[config.mk]
export PLATFORM = sky130hd
export DESIGN_NAME = arp_icmp_echo_responder
export DESIGN_NICKNAME = d
export VERILOG_FILES = /design/src/hw/rtl/arpicmp_pkg.sv /design/src/hw/rtl/arpicmp_ram.sv /design/src/hw/rtl/arp_icmp_echo_responder.sv
export SDC_FILE = /design/constraint.sdc
export NUM_CORES = 2
export LEC_CHECK = 0
export BUFFER_PORTS_ARGS = -buffer_cell sky130_fd_sc_hd__buf_2
export CAP_MARGIN = 20
export CORE_ASPECT_RATIO = 1.5
export CORE_UTILIZATION = 50
export CTS_CLUSTER_DIAMETER = 80
export DETAILED_ROUTE_END_ITERATION = 8
export PLACE_DENSITY = 0.66
export REMOVE_ABC_BUFFERS = 1
export SLEW_MARGIN = 10
export SYNTH_ARGS = -nofsm -noshare
export SYNTH_HDL_FRONTEND = slang
export SYNTH_SLANG_ARGS = --single-unit
[constraint.sdc]
create_clock -name clock -period 17.4 [get_ports clock]
set_clock_uncertainty 0.2 [all_clocks]
set_input_delay 0.87 -clock clock [delete_from_list [all_inputs] [get_ports clock]]
set_output_delay 0.87 -clock clock [all_outputs]
set_load 0.05 [all_outputs]
[src/hw/rtl/arpicmp_pkg.sv]
// arpicmp_pkg: shared types, constants and byte rewrite helpers for the
// arp/icmp echo responder. depends on nothing.
package arpicmp_pkg;

   localparam int Ports     = 2;
   localparam int HoldBytes = 74;
   localparam int MaxWords  = (HoldBytes - 14) / 4;
   localparam int AddrW     = $clog2(HoldBytes);

   typedef enum logic [1:0] {
      CLS_UNKNOWN = 2'd0,
      CLS_ARP     = 2'd1,
      CLS_IPV4    = 2'd2
   } class_type;

   typedef enum logic [1:0] {
      ST_IDLE = 2'd0,
      ST_READ = 2'd1,
      ST_EMIT = 2'd2
   } state_type;

   typedef enum logic [1:0] {
      CSR_MAC0 = 2'd0,
      CSR_MAC1 = 2'd1,
      CSR_IP0  = 2'd2,
      CSR_IP1  = 2'd3
   } csr_type;

   localparam logic [7:0] EthTypeHi  = 8'h08;
   localparam logic [7:0] EthTypeArp = 8'h06;
   localparam logic [7:0] EthTypeIp  = 8'h00;
   localparam logic [7:0] ProtoIcmp  = 8'h01;
   localparam logic [7:0] IcmpEchoReq = 8'h08;
   localparam logic [7:0] ArpOpReply = 8'h02;
   localparam logic [7:0] IcmpEchoRep = 8'h00;

   // pick byte k (0 = first on the wire) of a mac address
   function automatic logic [7:0] mac_byte(input logic [47:0] m, input logic [7:0] k);
      logic [7:0] r;
      begin
         case (k)
            8'd0: r = m[47:40];
            8'd1: r = m[39:32];
            8'd2: r = m[31:24];
            8'd3: r = m[23:16];
            8'd4: r = m[15:8];
            default: r = m[7:0];
         endcase
         return r;
      end
   endfunction

   // header store address that supplies output byte i
   function automatic logic [AddrW-1:0] hold_addr(input logic [7:0] i, input logic is_arp,
                                                  input logic swap);
      logic [7:0] a;
      begin
         a = i;
         if (is_arp) begin
            if (i < 8'd6) a = i + 8'd6;
            else if (i >= 8'd28 && i < 8'd32) a = i + 8'd10;
         end else if (swap) begin
            if (i < 8'd6) a = i + 8'd6;
            else if (i >= 8'd26 && i < 8'd30) a = i + 8'd4;
            else if (i >= 8'd30 && i < 8'd34) a = i - 8'd4;
         end
         if (a >= 8'(HoldBytes)) a = 8'd0;
         return a[AddrW-1:0];
      end
   endfunction

endpackage

[src/hw/rtl/arpicmp_ram.sv]
// arpicmp_ram: generic single write, single read ram with registered read.
// depends on nothing.
module arpicmp_ram #(
   parameter int Width = 8,
   parameter int Depth = 74
) (
   input  logic                     clock,
   input  logic                     wr_en,
   input  logic [$clog2(Depth)-1:0] wr_addr,
   input  logic [Width-1:0]         wr_data,
   input  logic [$clog2(Depth)-1:0] rd_addr,
   output logic [Width-1:0]         rd_data
);

   logic [Width-1:0] mem [Depth];
   logic [Width-1:0] rd_data_ff;

   always_ff @(posedge clock) begin
      if (wr_en) begin
         mem[wr_addr] <= wr_data;
      end
      rd_data_ff <= mem[rd_addr];
   end

   assign rd_data = rd_data_ff;

endmodule

[src/hw/rtl/arp_icmp_echo_responder.sv]
// arp_icmp_echo_responder: top level, frame parsing, header hold and reply emission.
// depends on arpicmp_pkg and arpicmp_ram.
//
// usage
// - req channel carries one frame byte per transaction (req_in_byte, req_in_last,
//   req_rx_port sampled on the first byte of a frame)
// - rsp channel carries the reply frame, one byte per transaction, rsp_out_last
//   on the final byte; dropped frames give no transactions at all
// - header bytes are held in a 74 byte store until their rewritten value is
//   final, then drained in order; each held byte takes a store read (ST_READ)
//   and then an output load (ST_EMIT), and req stalls for the whole burst
// - after the header is out, payload passes through at 1 byte per cycle while
//   rsp_stall allows it, and is registered in the output register
// - a new byte is taken while the output register still holds an earlier one,
//   provided the receiver is not stalling it
// - rsp_stall freezes the output register while it holds a byte, and holds off
//   req for as long as it does
// - reset (synchronous) clears all frame tracking and the port registers;
//   the header store needs no clearing, only bytes of the current frame are read
// - csr writes are taken any cycle, but only meant while the block is idle
module arp_icmp_echo_responder (
   input  logic        clock,
   input  logic        reset,
   input  logic        req_valid,
   output logic        req_stall,
   input  logic [7:0]  req_in_byte,
   input  logic        req_in_last,
   input  logic        req_rx_port,
   output logic        rsp_valid,
   input  logic        rsp_stall,
   output logic [7:0]  rsp_out_byte,
   output logic        rsp_out_last,
   input  logic        csr_write,
   input  logic [1:0]  csr_index,
   input  logic [47:0] csr_data
);

   localparam int AW = arpicmp_pkg::AddrW;

   // port registers
   logic [47:0] mac0_ff, mac1_ff;
   logic [31:0] ip0_ff, ip1_ff;

   always_ff @(posedge clock) begin
      if (reset) begin
         mac0_ff <= '0;
         mac1_ff <= '0;
         ip0_ff  <= '0;
         ip1_ff  <= '0;
      end else if (csr_write) begin
         case (csr_index)
            arpicmp_pkg::CSR_MAC0: mac0_ff <= csr_data;
            arpicmp_pkg::CSR_MAC1: mac1_ff <= csr_data;
            arpicmp_pkg::CSR_IP0:  ip0_ff  <= csr_data[31:0];
            arpicmp_pkg::CSR_IP1:  ip1_ff  <= csr_data[31:0];
            default: ;
         endcase
      end
   end

   // frame tracking state
   arpicmp_pkg::state_type state_ff, state_in;
   arpicmp_pkg::class_type class_ff, class_in;
   logic [6:0]  pos_ff, pos_in;
   logic [3:0]  hw_ff, hw_in;
   logic [19:0] sum_ff, sum_in;
   logic [7:0]  emitted_ff, emitted_in;
   logic        port_ff, port_in;
   logic        drop_ff, drop_in;
   // captured header bytes needed outside the store
   logic [7:0]  eth12_ff, eth12_in;
   logic [23:0] tip_ff, tip_in;
   logic        icmp_ff, icmp_in;
   logic        echo_ff, echo_in;
   // burst control
   logic [7:0]  idx_ff, idx_in;
   logic [7:0]  end_ff, end_in;
   logic [6:0]  lpos_ff, lpos_in;
   logic [7:0]  byte_ff, byte_in;
   logic        last_ff, last_in;
   // output register
   logic        rsp_valid_ff, rsp_valid_in;
   logic [7:0]  rsp_byte_ff, rsp_byte_in;
   logic        rsp_last_ff, rsp_last_in;

   logic          rsp_free;
   logic          accept;
   logic          wr_en;
   logic [AW-1:0] wr_addr;
   logic [AW-1:0] rd_addr;
   logic [7:0]    rd_data;

   // scratch for the accept step
   logic        drop_a, drop_b, decided;
   logic [7:0]  hend, p1, fin;
   logic [3:0]  w;
   logic [15:0] v;
   logic [19:0] t;
   logic [31:0] ip_sel;
   logic        is_arp, req_echo, swap;
   logic [47:0] mac_sel;
   logic [19:0] s1;
   logic [16:0] s2;
   logic [15:0] ck;
   logic [7:0]  rw;

   assign rsp_free = !rsp_valid_ff || !rsp_stall;
   assign req_stall = (state_ff != arpicmp_pkg::ST_IDLE) || !rsp_free;
   assign accept = req_valid && !req_stall;

   assign is_arp   = (class_ff == arpicmp_pkg::CLS_ARP);
   assign req_echo = icmp_ff && echo_ff;
   assign swap     = req_echo || !icmp_ff;
   assign mac_sel  = port_ff ? mac1_ff : mac0_ff;
   assign rd_addr  = arpicmp_pkg::hold_addr(idx_ff, is_arp, swap);

   // folded header checksum
   assign s1 = {4'b0, sum_ff[15:0]} + {16'b0, sum_ff[19:16]};
   assign s2 = {1'b0, s1[15:0]} + {13'b0, s1[19:16]};
   assign ck = ~s2[15:0];

   // rewritten value of held byte idx_ff
   always_comb begin
      rw = rd_data;
      if (idx_ff >= 8'(arpicmp_pkg::HoldBytes)) begin
         rw = byte_ff;
      end else if (is_arp) begin
         if (idx_ff >= 8'd6 && idx_ff < 8'd12) rw = arpicmp_pkg::mac_byte(mac_sel, idx_ff - 8'd6);
         else if (idx_ff == 8'd21) rw = arpicmp_pkg::ArpOpReply;
         else if (idx_ff >= 8'd22 && idx_ff < 8'd28)
            rw = arpicmp_pkg::mac_byte(mac_sel, idx_ff - 8'd22);
      end else begin
         if (idx_ff == 8'd24) rw = ck[15:8];
         else if (idx_ff == 8'd25) rw = ck[7:0];
         else if (swap && idx_ff >= 8'd6 && idx_ff < 8'd12)
            rw = arpicmp_pkg::mac_byte(mac_sel, idx_ff - 8'd6);
         else if (req_echo && idx_ff == 8'd34) rw = arpicmp_pkg::IcmpEchoRep;
      end
   end

   always_comb begin
      state_in     = state_ff;
      class_in     = class_ff;
      pos_in       = pos_ff;
      hw_in        = hw_ff;
      sum_in       = sum_ff;
      emitted_in   = emitted_ff;
      port_in      = port_ff;
      drop_in      = drop_ff;
      eth12_in     = eth12_ff;
      tip_in       = tip_ff;
      icmp_in      = icmp_ff;
      echo_in      = echo_ff;
      idx_in       = idx_ff;
      end_in       = end_ff;
      lpos_in      = lpos_ff;
      byte_in      = byte_ff;
      last_in      = last_ff;
      rsp_valid_in = rsp_valid_ff && rsp_stall;
      rsp_byte_in  = rsp_byte_ff;
      rsp_last_in  = rsp_last_ff;
      wr_en        = 1'b0;
      wr_addr      = pos_ff[AW-1:0];
      drop_a       = drop_ff;
      drop_b       = drop_ff;
      decided      = 1'b0;
      hend         = 8'd14 + {2'b00, hw_ff, 2'b00};
      p1           = {1'b0, pos_ff} + 8'd1;
      fin          = p1;
      w            = req_in_byte[3:0];
      v            = '0;
      t            = '0;
      ip_sel       = port_ff ? ip1_ff : ip0_ff;

      case (state_ff)
         arpicmp_pkg::ST_IDLE: begin
            if (accept) begin
               if (pos_ff == 7'd0) begin
                  port_in = req_rx_port;
                  drop_a  = (32'(req_rx_port) >= arpicmp_pkg::Ports);
                  ip_sel  = req_rx_port ? ip1_ff : ip0_ff;
               end
               drop_b = drop_a;
               // capture header bytes read outside the store
               if (pos_ff == 7'd12) eth12_in = req_in_byte;
               if (pos_ff >= 7'd38 && pos_ff <= 7'd40) tip_in = {tip_ff[15:0], req_in_byte};
               if (pos_ff == 7'd23) icmp_in = (req_in_byte == arpicmp_pkg::ProtoIcmp);
               if (pos_ff == 7'd34) echo_in = (req_in_byte == arpicmp_pkg::IcmpEchoReq);
               if (!drop_a) begin
                  wr_en = ({1'b0, pos_ff} < 8'(arpicmp_pkg::HoldBytes));
                  // ethertype decision
                  if (pos_ff == 7'd13) begin
                     if (eth12_ff == arpicmp_pkg::EthTypeHi &&
                         req_in_byte == arpicmp_pkg::EthTypeArp)
                        class_in = arpicmp_pkg::CLS_ARP;
                     else if (eth12_ff == arpicmp_pkg::EthTypeHi &&
                              req_in_byte == arpicmp_pkg::EthTypeIp)
                        class_in = arpicmp_pkg::CLS_IPV4;
                     else
                        drop_b = 1'b1;
                  end
                  // ipv4 header length and running checksum
                  if (class_in == arpicmp_pkg::CLS_IPV4 && pos_ff >= 7'd14) begin
                     if (pos_ff == 7'd14) begin
                        if (w < 4'd5) w = 4'd5;
                        if (w > 4'(arpicmp_pkg::MaxWords)) w = 4'(arpicmp_pkg::MaxWords);
                        hw_in = w;
                     end
                     hend = 8'd14 + {2'b00, hw_in, 2'b00};
                     if ({1'b0, pos_ff} < hend && pos_ff != 7'd24 && pos_ff != 7'd25) begin
                        v = pos_ff[0] ? {8'h00, req_in_byte} : {req_in_byte, 8'h00};
                        t = sum_ff + {4'b0, v};
                        sum_in = {4'b0, t[15:0]} + {16'b0, t[19:16]};
                     end
                  end
                  // arp target ip check
                  if (class_in == arpicmp_pkg::CLS_ARP && pos_ff == 7'd41) begin
                     if ({tip_ff, req_in_byte} != ip_sel) drop_b = 1'b1;
                  end
                  if (!drop_b) begin
                     decided = (class_in == arpicmp_pkg::CLS_ARP && pos_ff >= 7'd41) ||
                               (class_in == arpicmp_pkg::CLS_IPV4 && pos_ff >= 7'd34);
                     if (decided) begin
                        if (emitted_ff >= {1'b0, pos_ff}) begin
                           rsp_valid_in = 1'b1;
                           rsp_byte_in  = req_in_byte;
                           rsp_last_in  = req_in_last;
                           emitted_in   = (pos_ff < 7'd127) ? p1 : 8'd127;
                        end else begin
                           if (class_in == arpicmp_pkg::CLS_ARP || req_in_last || p1 >= hend)
                              fin = p1;
                           else
                              fin = 8'd24;
                           if (fin > emitted_ff) begin
                              // header burst from the store
                              emitted_in = fin;
                              idx_in     = emitted_ff;
                              end_in     = fin;
                              lpos_in    = pos_ff;
                              byte_in    = req_in_byte;
                              last_in    = req_in_last;
                              state_in   = arpicmp_pkg::ST_READ;
                           end
                        end
                     end
                  end
               end
               drop_in = drop_b;
               if (state_in == arpicmp_pkg::ST_IDLE && req_in_last) begin
                  pos_in     = '0;
                  class_in   = arpicmp_pkg::CLS_UNKNOWN;
                  hw_in      = '0;
                  sum_in     = '0;
                  emitted_in = '0;
                  drop_in    = 1'b0;
               end else if (!req_in_last) begin
                  pos_in = (pos_ff < 7'd127) ? pos_ff + 7'd1 : 7'd127;
               end
            end
         end
         arpicmp_pkg::ST_READ: begin
            // store read of idx_ff in flight
            state_in = arpicmp_pkg::ST_EMIT;
         end
         arpicmp_pkg::ST_EMIT: begin
            if (rsp_free) begin
               rsp_valid_in = 1'b1;
               rsp_byte_in  = rw;
               rsp_last_in  = last_ff && (idx_ff == {1'b0, lpos_ff});
               idx_in       = idx_ff + 8'd1;
               if (idx_ff + 8'd1 >= end_ff) begin
                  state_in = arpicmp_pkg::ST_IDLE;
                  if (last_ff) begin
                     pos_in     = '0;
                     class_in   = arpicmp_pkg::CLS_UNKNOWN;
                     hw_in      = '0;
                     sum_in     = '0;
                     emitted_in = '0;
                     drop_in    = 1'b0;
                  end
               end else begin
                  state_in = arpicmp_pkg::ST_READ;
               end
            end
         end
         default: state_in = arpicmp_pkg::ST_IDLE;
      endcase
   end

   always_ff @(posedge clock) begin
      if (reset) begin
         state_ff     <= arpicmp_pkg::ST_IDLE;
         class_ff     <= arpicmp_pkg::CLS_UNKNOWN;
         pos_ff       <= '0;
         hw_ff        <= '0;
         sum_ff       <= '0;
         emitted_ff   <= '0;
         port_ff      <= 1'b0;
         drop_ff      <= 1'b0;
         rsp_valid_ff <= 1'b0;
      end else begin
         state_ff     <= state_in;
         class_ff     <= class_in;
         pos_ff       <= pos_in;
         hw_ff        <= hw_in;
         sum_ff       <= sum_in;
         emitted_ff   <= emitted_in;
         port_ff      <= port_in;
         drop_ff      <= drop_in;
         rsp_valid_ff <= rsp_valid_in;
      end
   end

   always_ff @(posedge clock) begin
      eth12_ff    <= eth12_in;
      tip_ff      <= tip_in;
      icmp_ff     <= icmp_in;
      echo_ff     <= echo_in;
      idx_ff      <= idx_in;
      end_ff      <= end_in;
      lpos_ff     <= lpos_in;
      byte_ff     <= byte_in;
      last_ff     <= last_in;
      rsp_byte_ff <= rsp_byte_in;
      rsp_last_ff <= rsp_last_in;
   end

   arpicmp_ram #(
      .Width(8),
      .Depth(arpicmp_pkg::HoldBytes)
   ) u_header_store (
      .clock   (clock),
      .wr_en   (wr_en),
      .wr_addr (wr_addr),
      .wr_data (req_in_byte),
      .rd_addr (rd_addr),
      .rd_data (rd_data)
   );

   assign rsp_valid    = rsp_valid_ff;
   assign rsp_out_byte = rsp_byte_ff;
   assign rsp_out_last = rsp_last_ff;

endmodule
; Yosys cells after proc, flatten, opt, wreduce, memory -nomap -nowiden
; Memory sizes are Yosys's and may differ from the RTL's. A register that Yosys moved wholly into a read port is not among the register bits.
; Cells that the tools add are included.
[word_totals]
ramBits = 592
latch_bits = 0
input_bits = 65
rom_bits = 0
wordCells = 345
n_memories = 1
register_bits = 281
[classes]
n_mul = 0
addsub = 15
n_reduce_logical = 61
n_lt_le_gt_ge = 27
mux = 162
bitwise = 4
div_mod_pow = 0
n_shift = 0
eq_ne = 51
[mem_list]
columns = memory, words, width, rd, rd_ports_with_merged_regs, write_ports, line_no
row1 = u_header_store.mem, 74, 8, 1, 1, 1, arpicmp_ram.sv:15  ; logic [Width-1:0] mem [Depth];
[op_table]
columns = op, n
row1 = 8-bit 2-to-1 mux, 50
row2 = 20-bit 2-to-1 mux, 8
row3 = 32-bit 2-to-1 mux, 5
row4 = 8-bit one-hot mux with 5 select lines, 2
row5 = 4-bit 2-to-1 mux, 19
row6 = 7-bit 2-to-1 mux, 9
row7 = 48-bit 2-to-1 mux, 1
row8 = 8-bit one-hot mux with 2 select lines, 3
row9 = 2-bit 2-to-1 mux, 21
row10 = 20-bit one-hot mux with 2 select lines, 1
row11 = 1-bit 2-to-1 mux, 35
row12 = 16-bit by 4-bit adder with 17-bit output, 2
row13 = 8-bit by 2-bit == test with 1-bit output (second input constant), 4
row14 = 8-bit by 5-bit greater-or-equal comparator with 1-bit output (second input constant), 4
row15 = 32-bit != test, 1
row16 = 8-bit by 1-bit == test with 1-bit output (second input constant), 3
row17 = 8-bit by 3-bit == test with 1-bit output (second input constant), 3
row18 = 8-bit by 5-bit == test with 1-bit output (second input constant), 3
row19 = 8-bit logical NOT, 3
row20 = 1-bit logical AND, 22
row21 = 7-bit by 4-bit == test with 1-bit output (second input constant), 3
row22 = 7-bit by 6-bit greater-or-equal comparator with 1-bit output (second input constant), 3
row23 = 7-bit AND reduction, 3
row24 = 20-bit by 16-bit adder with 20-bit output, 1
row25 = 54 further kinds, 111

; Depth between registers and ports, before layout
[logic_depth]
ltp_word = 51
mapped_depth = 31

; Modules after synthesis
; A second synthesis with hierarchy kept.
[unflattened]
hier_cells = 3162
hier_area_um2 = 40222.3
[modules_own_cells]
columns = module, cells_each, n_inst, area_per_inst_um2
row1 = arpicmp_ram, 1070, 1, 23123.4
row2 = arp_icmp_echo_responder, 2092, 1, 17098.9

; Least setup slack after synthesis
; OpenSTA, ideal clock, no wires.
[synth_timing]
kind = register -> register
start = register pos_ff[3]
end = register byte_ff[0] (enable)
arrival_ps = 6332
setup_time_ps = 405
period_less_slack_ps = 6937
path_stages_with_launch = 27
path_buffers = 1
path_slack_ps = 10463
cell_sequence = dfxtp_1 buf_2 inv_1 nor2_1 nand2_1 nor3_1 nor2_1 a21oi_1 inv_1 ha_1 or3_1 nor2_1 a41oi_1 ha_1 a2111oi_0 nand4_1 and2_1 ha_1 a21oi_1 nor2b_1 o21ai_0 nand2b_1 nor2b_1 or3_1 nor2_1 nand4_4 nor2_1
[synth_between]
elab_chain_cells = 22
elab_cells_between_ends = 58
classes_between = add/sub: 2 / order compare: 6 / eq/ne: 6 / mux: 32 / bitwise: 3 / reduce/logical: 9
[synth_lines]
columns = item, line_no
row1 = "start, declared", arp_icmp_echo_responder.sv:64  ; logic [6:0] pos_ff, pos_in;
row2 = "start signal, assigned", arp_icmp_echo_responder.sv:304  ; pos_ff <= pos_in;
row3 = 7-bit by 4-bit == test with 1-bit output (on tied branches), "arp_icmp_echo_responder.sv:204, arp_icmp_echo_responder.sv:192"
row4 = 4-bit 2-to-1 mux or 2-bit 2-to-1 mux (tied branches), "arp_icmp_echo_responder.sv:204, arp_icmp_echo_responder.sv:192"
row5 = 4-bit 2-to-1 mux or 2-bit 2-to-1 mux (tied branches), "arp_icmp_echo_responder.sv:203, arp_icmp_echo_responder.sv:189"
row6 = 4-bit 2-to-1 mux or 2-bit 2-to-1 mux (tied branches), "arp_icmp_echo_responder.sv:189, arp_icmp_echo_responder.sv:177"
row7 = 4-bit 2-to-1 mux or 2-bit 2-to-1 mux (tied branches), "arp_icmp_echo_responder.sv:177, arp_icmp_echo_responder.sv:175"
row8 = 4-bit 2-to-1 mux or 2-bit == test (tied branches), "arp_icmp_echo_responder.sv:175, arp_icmp_echo_responder.sv:203, arp_icmp_echo_responder.sv:222"
row9 = 4-bit by 6-bit adder with 7-bit output or 1-bit logical AND (tied branches), "arp_icmp_echo_responder.sv:209, arp_icmp_echo_responder.sv:203"
row10 = 7-bit 2-to-1 mux, arp_icmp_echo_responder.sv:203  ; if (class_in == arpicmp_pkg::CLS_IPV4 && pos_ff >= 7'd14) begin
row11 = [... 6 more ...], --
row12 = 8-bit 2-to-1 mux, arp_icmp_echo_responder.sv:224  ; if (emitted_ff >= {1'b0, pos_ff}) begin
row13 = 8-bit 2-to-1 mux, arp_icmp_echo_responder.sv:223  ; if (decided) begin
row14 = 8-bit 2-to-1 mux, arp_icmp_echo_responder.sv:220  ; if (!drop_b) begin
row15 = 8-bit 2-to-1 mux, arp_icmp_echo_responder.sv:189  ; if (!drop_a) begin
row16 = 8-bit 2-to-1 mux, arp_icmp_echo_responder.sv:177  ; if (accept) begin
row17 = 8-bit 2-to-1 mux, arp_icmp_echo_responder.sv:175  ; case (state_ff)
row18 = 8-bit greater-than comparator, arp_icmp_echo_responder.sv:234  ; if (fin > emitted_ff) begin
row19 = 7-bit AND reduction (no source line) *, --
row20 = "end signal, assigned", arp_icmp_echo_responder.sv:322  ; byte_ff <= byte_in;
row21 = "end, declared", arp_icmp_echo_responder.sv:79  ; logic [7:0] byte_ff, byte_in;
; Every way passes the cells marked *; elsewhere a longest branch is shown, timed or not. The select of a mux whose other input is x is not followed.
; A chain may end at the register's enable or synchronous reset.

; Final worst setup path
[layout_timing]
start = register pos_ff[3]
end = register sum_ff[16]
[layout_between]
elab_chain_cells = 33
elab_cells_between_ends = 75
classes_between = add/sub: 2 / order compare: 7 / eq/ne: 11 / mux: 42 / reduce/logical: 13
[layout_lines]
columns = item, line_no
row1 = 7-bit by 4-bit == test with 1-bit output (on tied branches), "arp_icmp_echo_responder.sv:204, arp_icmp_echo_responder.sv:192"
row2 = 4-bit 2-to-1 mux or 2-bit 2-to-1 mux (tied branches), "arp_icmp_echo_responder.sv:204, arp_icmp_echo_responder.sv:192"
row3 = 4-bit 2-to-1 mux or 2-bit 2-to-1 mux (tied branches), "arp_icmp_echo_responder.sv:203, arp_icmp_echo_responder.sv:189"
row4 = 4-bit 2-to-1 mux or 2-bit 2-to-1 mux (tied branches), "arp_icmp_echo_responder.sv:189, arp_icmp_echo_responder.sv:177"
row5 = 4-bit 2-to-1 mux or 2-bit 2-to-1 mux (tied branches), "arp_icmp_echo_responder.sv:177, arp_icmp_echo_responder.sv:175"
row6 = 4-bit 2-to-1 mux or 2-bit == test (tied branches), "arp_icmp_echo_responder.sv:175, arp_icmp_echo_responder.sv:203, arp_icmp_echo_responder.sv:222"
row7 = 4-bit by 6-bit adder with 7-bit output or 1-bit logical AND (tied branches), "arp_icmp_echo_responder.sv:209, arp_icmp_echo_responder.sv:203"
row8 = 7-bit 2-to-1 mux, arp_icmp_echo_responder.sv:203
row9 = [... 17 more ...], --
row10 = 2-bit 2-to-1 mux, arp_icmp_echo_responder.sv:189
row11 = 2-bit 2-to-1 mux, arp_icmp_echo_responder.sv:177
row12 = 2-bit 2-to-1 mux, arp_icmp_echo_responder.sv:175
row13 = 2-bit logical NOT, arp_icmp_echo_responder.sv:249  ; if (state_in == arpicmp_pkg::ST_IDLE && req_in_last) begin
row14 = 1-bit logical AND, arp_icmp_echo_responder.sv:249
row15 = 20-bit 2-to-1 mux, arp_icmp_echo_responder.sv:249
row16 = 20-bit 2-to-1 mux, arp_icmp_echo_responder.sv:177
row17 = 20-bit one-hot mux with 2 select lines, arp_icmp_echo_responder.sv:175
row18 = "end signal, assigned", arp_icmp_echo_responder.sv:306  ; sum_ff <= sum_in;
row19 = "end, declared", arp_icmp_echo_responder.sv:66  ; logic [19:0] sum_ff, sum_in;
; Several ways; a longest one is shown, not always the timed one. The select of a mux whose other input is x is not followed.

==> impl_results.md <==
- Status: finished, final reports clean
- DRC Markers: 0
- Nets: 3790
- Setup TNS: 0 ns
- VDD IR max: 0.0861 mV
- Die footprint: 81600 um2
- Max Fclk: 122 MHz
- Finished Layout Cells: 4747
- Filler cells: 6868
- Drt via density: 6.28
- Count of cell types in the netlist: 89
- Clock Latency Late Sink: 0.66 ns
- RSZ-0062 raised after global routing: false
- Top-area cell type share of the netlist area: 49.8%
- Syn Inst Count: 3665
- Final Hold Vio Count: 0
- Maximum clock path buffer count: 3
- Worst Hold Class: register to register
- H-tree levels: 3
- Synth warnings: 0
- CP max FO: 17
- Antenna Violating Nets Remaining: 0
- CTS clk-pin slew, worst paths: 0.07 ns
- Std-Cell Rows: 127
- Num ports: 76
- Post-synth EDFFs: 667
- Crit path DAT: 8.50 ns
- Vias in the first global route: 28600
- #FFs+latches synth: 878
- Cell area after synthesis: 40200 um2
- Synth top area cells: edfxtp_1 (50%), dfxtp_1 (10%), nand2_1 (6.3%)
- Dpl hpwl: 78.0 mm
- FF/Latch Area: 24300 um2
- RePlAce Congestion: 0.956
- LEAKAGE: 14.8 nW
- Yosys top cell by area: edfxtp_1
- GRT overflow: 0
- Cts hold-fix bufs: 0
- First-pass GRT wire length: 180 mm
- Ys flop type: edfxtp_1
- Seq/Total Area, Yosys: 60.3%
- Final slew viol count: 0
- Die Width: 234 um
- Req. time, crit path: 17.71 ns
- WL/cell: 25.5 um
- Pre-CTS setup slack: 9.31 ns
- Post-route minimum period: 8.19 ns
- Cts bufs inserted: 82
- Placeable Area: 79800 um2
- Post-CTS sizing: 0
- Max-Cap Viols: 0
- CTS tree: yes
- Placed cells: 4598
- Post-CTS setup buffers: 0
- Most instantiated cells after synthesis: nand2_1 (672), edfxtp_1 (667), a21oi_1 (283), dfxtp_1 (211), nor2_1 (200)
- Tcrit/Tclk final: 47.1%
- IO buf count: 75
- Setup violations, final: 0
- Area delta synth->final: 9.95%
- Starting density of the core: 50.4%
- Initial antenna violation count: 3
- Drt initial violations: 3181
- Post-route setup slack: 9.21 ns
- Pwr/cell area: 96.5 nW/um2
- Max_slew headroom: 29.3%
- Most numerous cell in the Yosys netlist: nand2_1
- Routed vias: 29800
- Syn avg cell area: 11.0 um2
- Startpoint types: register
- Pre-antenna DRT Iters: 5
- Largest net degree at the start of global routing: 119
- CTS sink cnt: 878
- CTS root buf: clkbuf_16
- Multi-input gate area: 14900 um2
- Synth async-reset ratio: 0%
- Setup crit end kind: register
- Layout cells sized above 1: 8.59%
- Final WL: 121 mm
- GRT Total Usage: 29.7%
- Chip Height: 349 um
- Worst-Margin Slew: 1.06 ns
- Crit path kind: register to register
worst paths after layout:
kind | startpoint | end | slack (ns) | depth (start not counted)
max | pos_ff[3] | sum_ff[16] | 9.21 | 25
min | ip0_ff[27] | ip0_ff[27] | 0.25 | 2
max reg2reg | pos_ff[3] | sum_ff[16] | 9.21 | 25
min reg2reg | ip0_ff[27] | ip0_ff[27] | 0.25 | 2
registers in the layout, summed over array words and instances (netlist names), 2 cells and up:
| signal | count |
|---|---|
| u_header_store.mem | 592 |
| ip0_ff | 32 |
| u_header_store.rd_data | 8 |
| state_ff | 2 |
| mac0_ff | 48 |
| tip_ff | 24 |
| ip1_ff | 32 |
| class_ff | 2 |
| rsp_out_byte | 8 |
| idx_ff | 8 |
| emitted_ff | 8 |
| eth12_ff | 8 |
| hw_ff | 4 |
| mac1_ff | 48 |
| byte_ff | 8 |
| lpos_ff | 7 |
| sum_ff | 17 |
| pos_ff | 7 |
| end_ff | 8 |
critical path: stages (launching register included):
cell	delay, ns
dfxtp_1	0.65
inv_1	0.21
nor2_1	0.23
nand2_1	0.28
nor3_1	0.90
nor2_1	0.07
a21oi_1	0.25
inv_1	0.13
ha_1	0.22
or3_1	0.42
nor2_1	0.12
a41oi_1	0.08
ha_1	0.33
a2111oi_0	0.53
nand4_1	0.41
and2_1	0.34
ha_1	0.29
a21o_1	0.18
maj3_1	0.34
a211oi_1	0.23
or3_1	0.18
nor2_1	0.08
nand4_4	0.16
a21o_1	0.32
a211o_1	0.70
o2bb2ai_1	0.15
report_power, final:
part / internal [mW] / leakage (nW) / switching (mW)
clock network: 1.03 / 1.31 / 0.800
registers: 2.26 / 7.72 / 0.0112
logic: 0.0442 / 5.73 / 0.113
total: 3.34 / 14.8 / 0.924
through the flow:
stage          hold slack (ns)  instance area (um2)  util (%)  power (mW)
2_1_floorplan            0.226                39300         -        2.39
3_3_place_gp             0.238                41500      52.1        2.47
3_5_place_dp             0.244                41500      52.1        2.48
4_1_cts                  0.236                44200      55.5        4.28
5_1_grt                  0.263                44200      55.5        4.37
6_report                 0.251                44200      55.5        4.27
routing by layer:
layer	global-route usage [%]	vias to the layer above	routed length [um]
li1	-	13600	-
met1	35.5	14600	44900
met2	50.8	1296	60700
met3	4.40	292	8490
met4	16.8	2	7220
met5	0	-	16
cell families after synthesis:
kind of cell,synth area share (%)
AO/OA/AOI/OAI,14.3
XOR/XNOR,1.89
adder cells (fa/ha/maj),2.42
buffers and inverters,2.82
flip-flops,60.3
multiplexers,3.41
AND/OR/NAND/NOR,14.8
area by class of cell:
cell class / instances / area share (%)
clock inverters: 45 / 1.17
repair buffers: 132 / 1.95
inverters: 53 / 0.450
well taps: 1032 / 2.92
flip-flops and latches: 878 / 54.8
diodes: 1 / 0.00566
multi-input cells: 2503 / 33.7
clock buffers: 103 / 4.96
cells in the final DEF, fill, tap and decap left out, drive strengths merged, types with 10 or more instances in the layout:
master / synthesis / layout
xor2: 33 / 33
clkinv: 0 / 27
o2bb2ai: 17 / 17
clkbuf: 168 / 103
nor4: 24 / 24
nand3: 174 / 174
nor2: 201 / 201
a21oi: 283 / 283
a211oi: 32 / 32
mux2: 16 / 16
nor2b: 19 / 19
ha: 73 / 73
edfxtp: 667 / 667
a21o: 25 / 25
nor3: 40 / 40
o31ai: 10 / 10
or3: 30 / 30
nand2: 672 / 672
a221oi: 13 / 13
mux2i: 119 / 119
and3: 57 / 57
buf: 63 / 132
inv: 53 / 57
o21ai: 145 / 145
a21boi: 13 / 13
o41ai: 13 / 13
o211ai: 44 / 44
nand4: 31 / 31
o221ai: 79 / 79
a31oi: 42 / 42
nand2b: 16 / 16
and2: 21 / 21
dfxtp: 211 / 211
o22ai: 65 / 65
xnor2: 54 / 54
(Power assumes the default switching activity.)
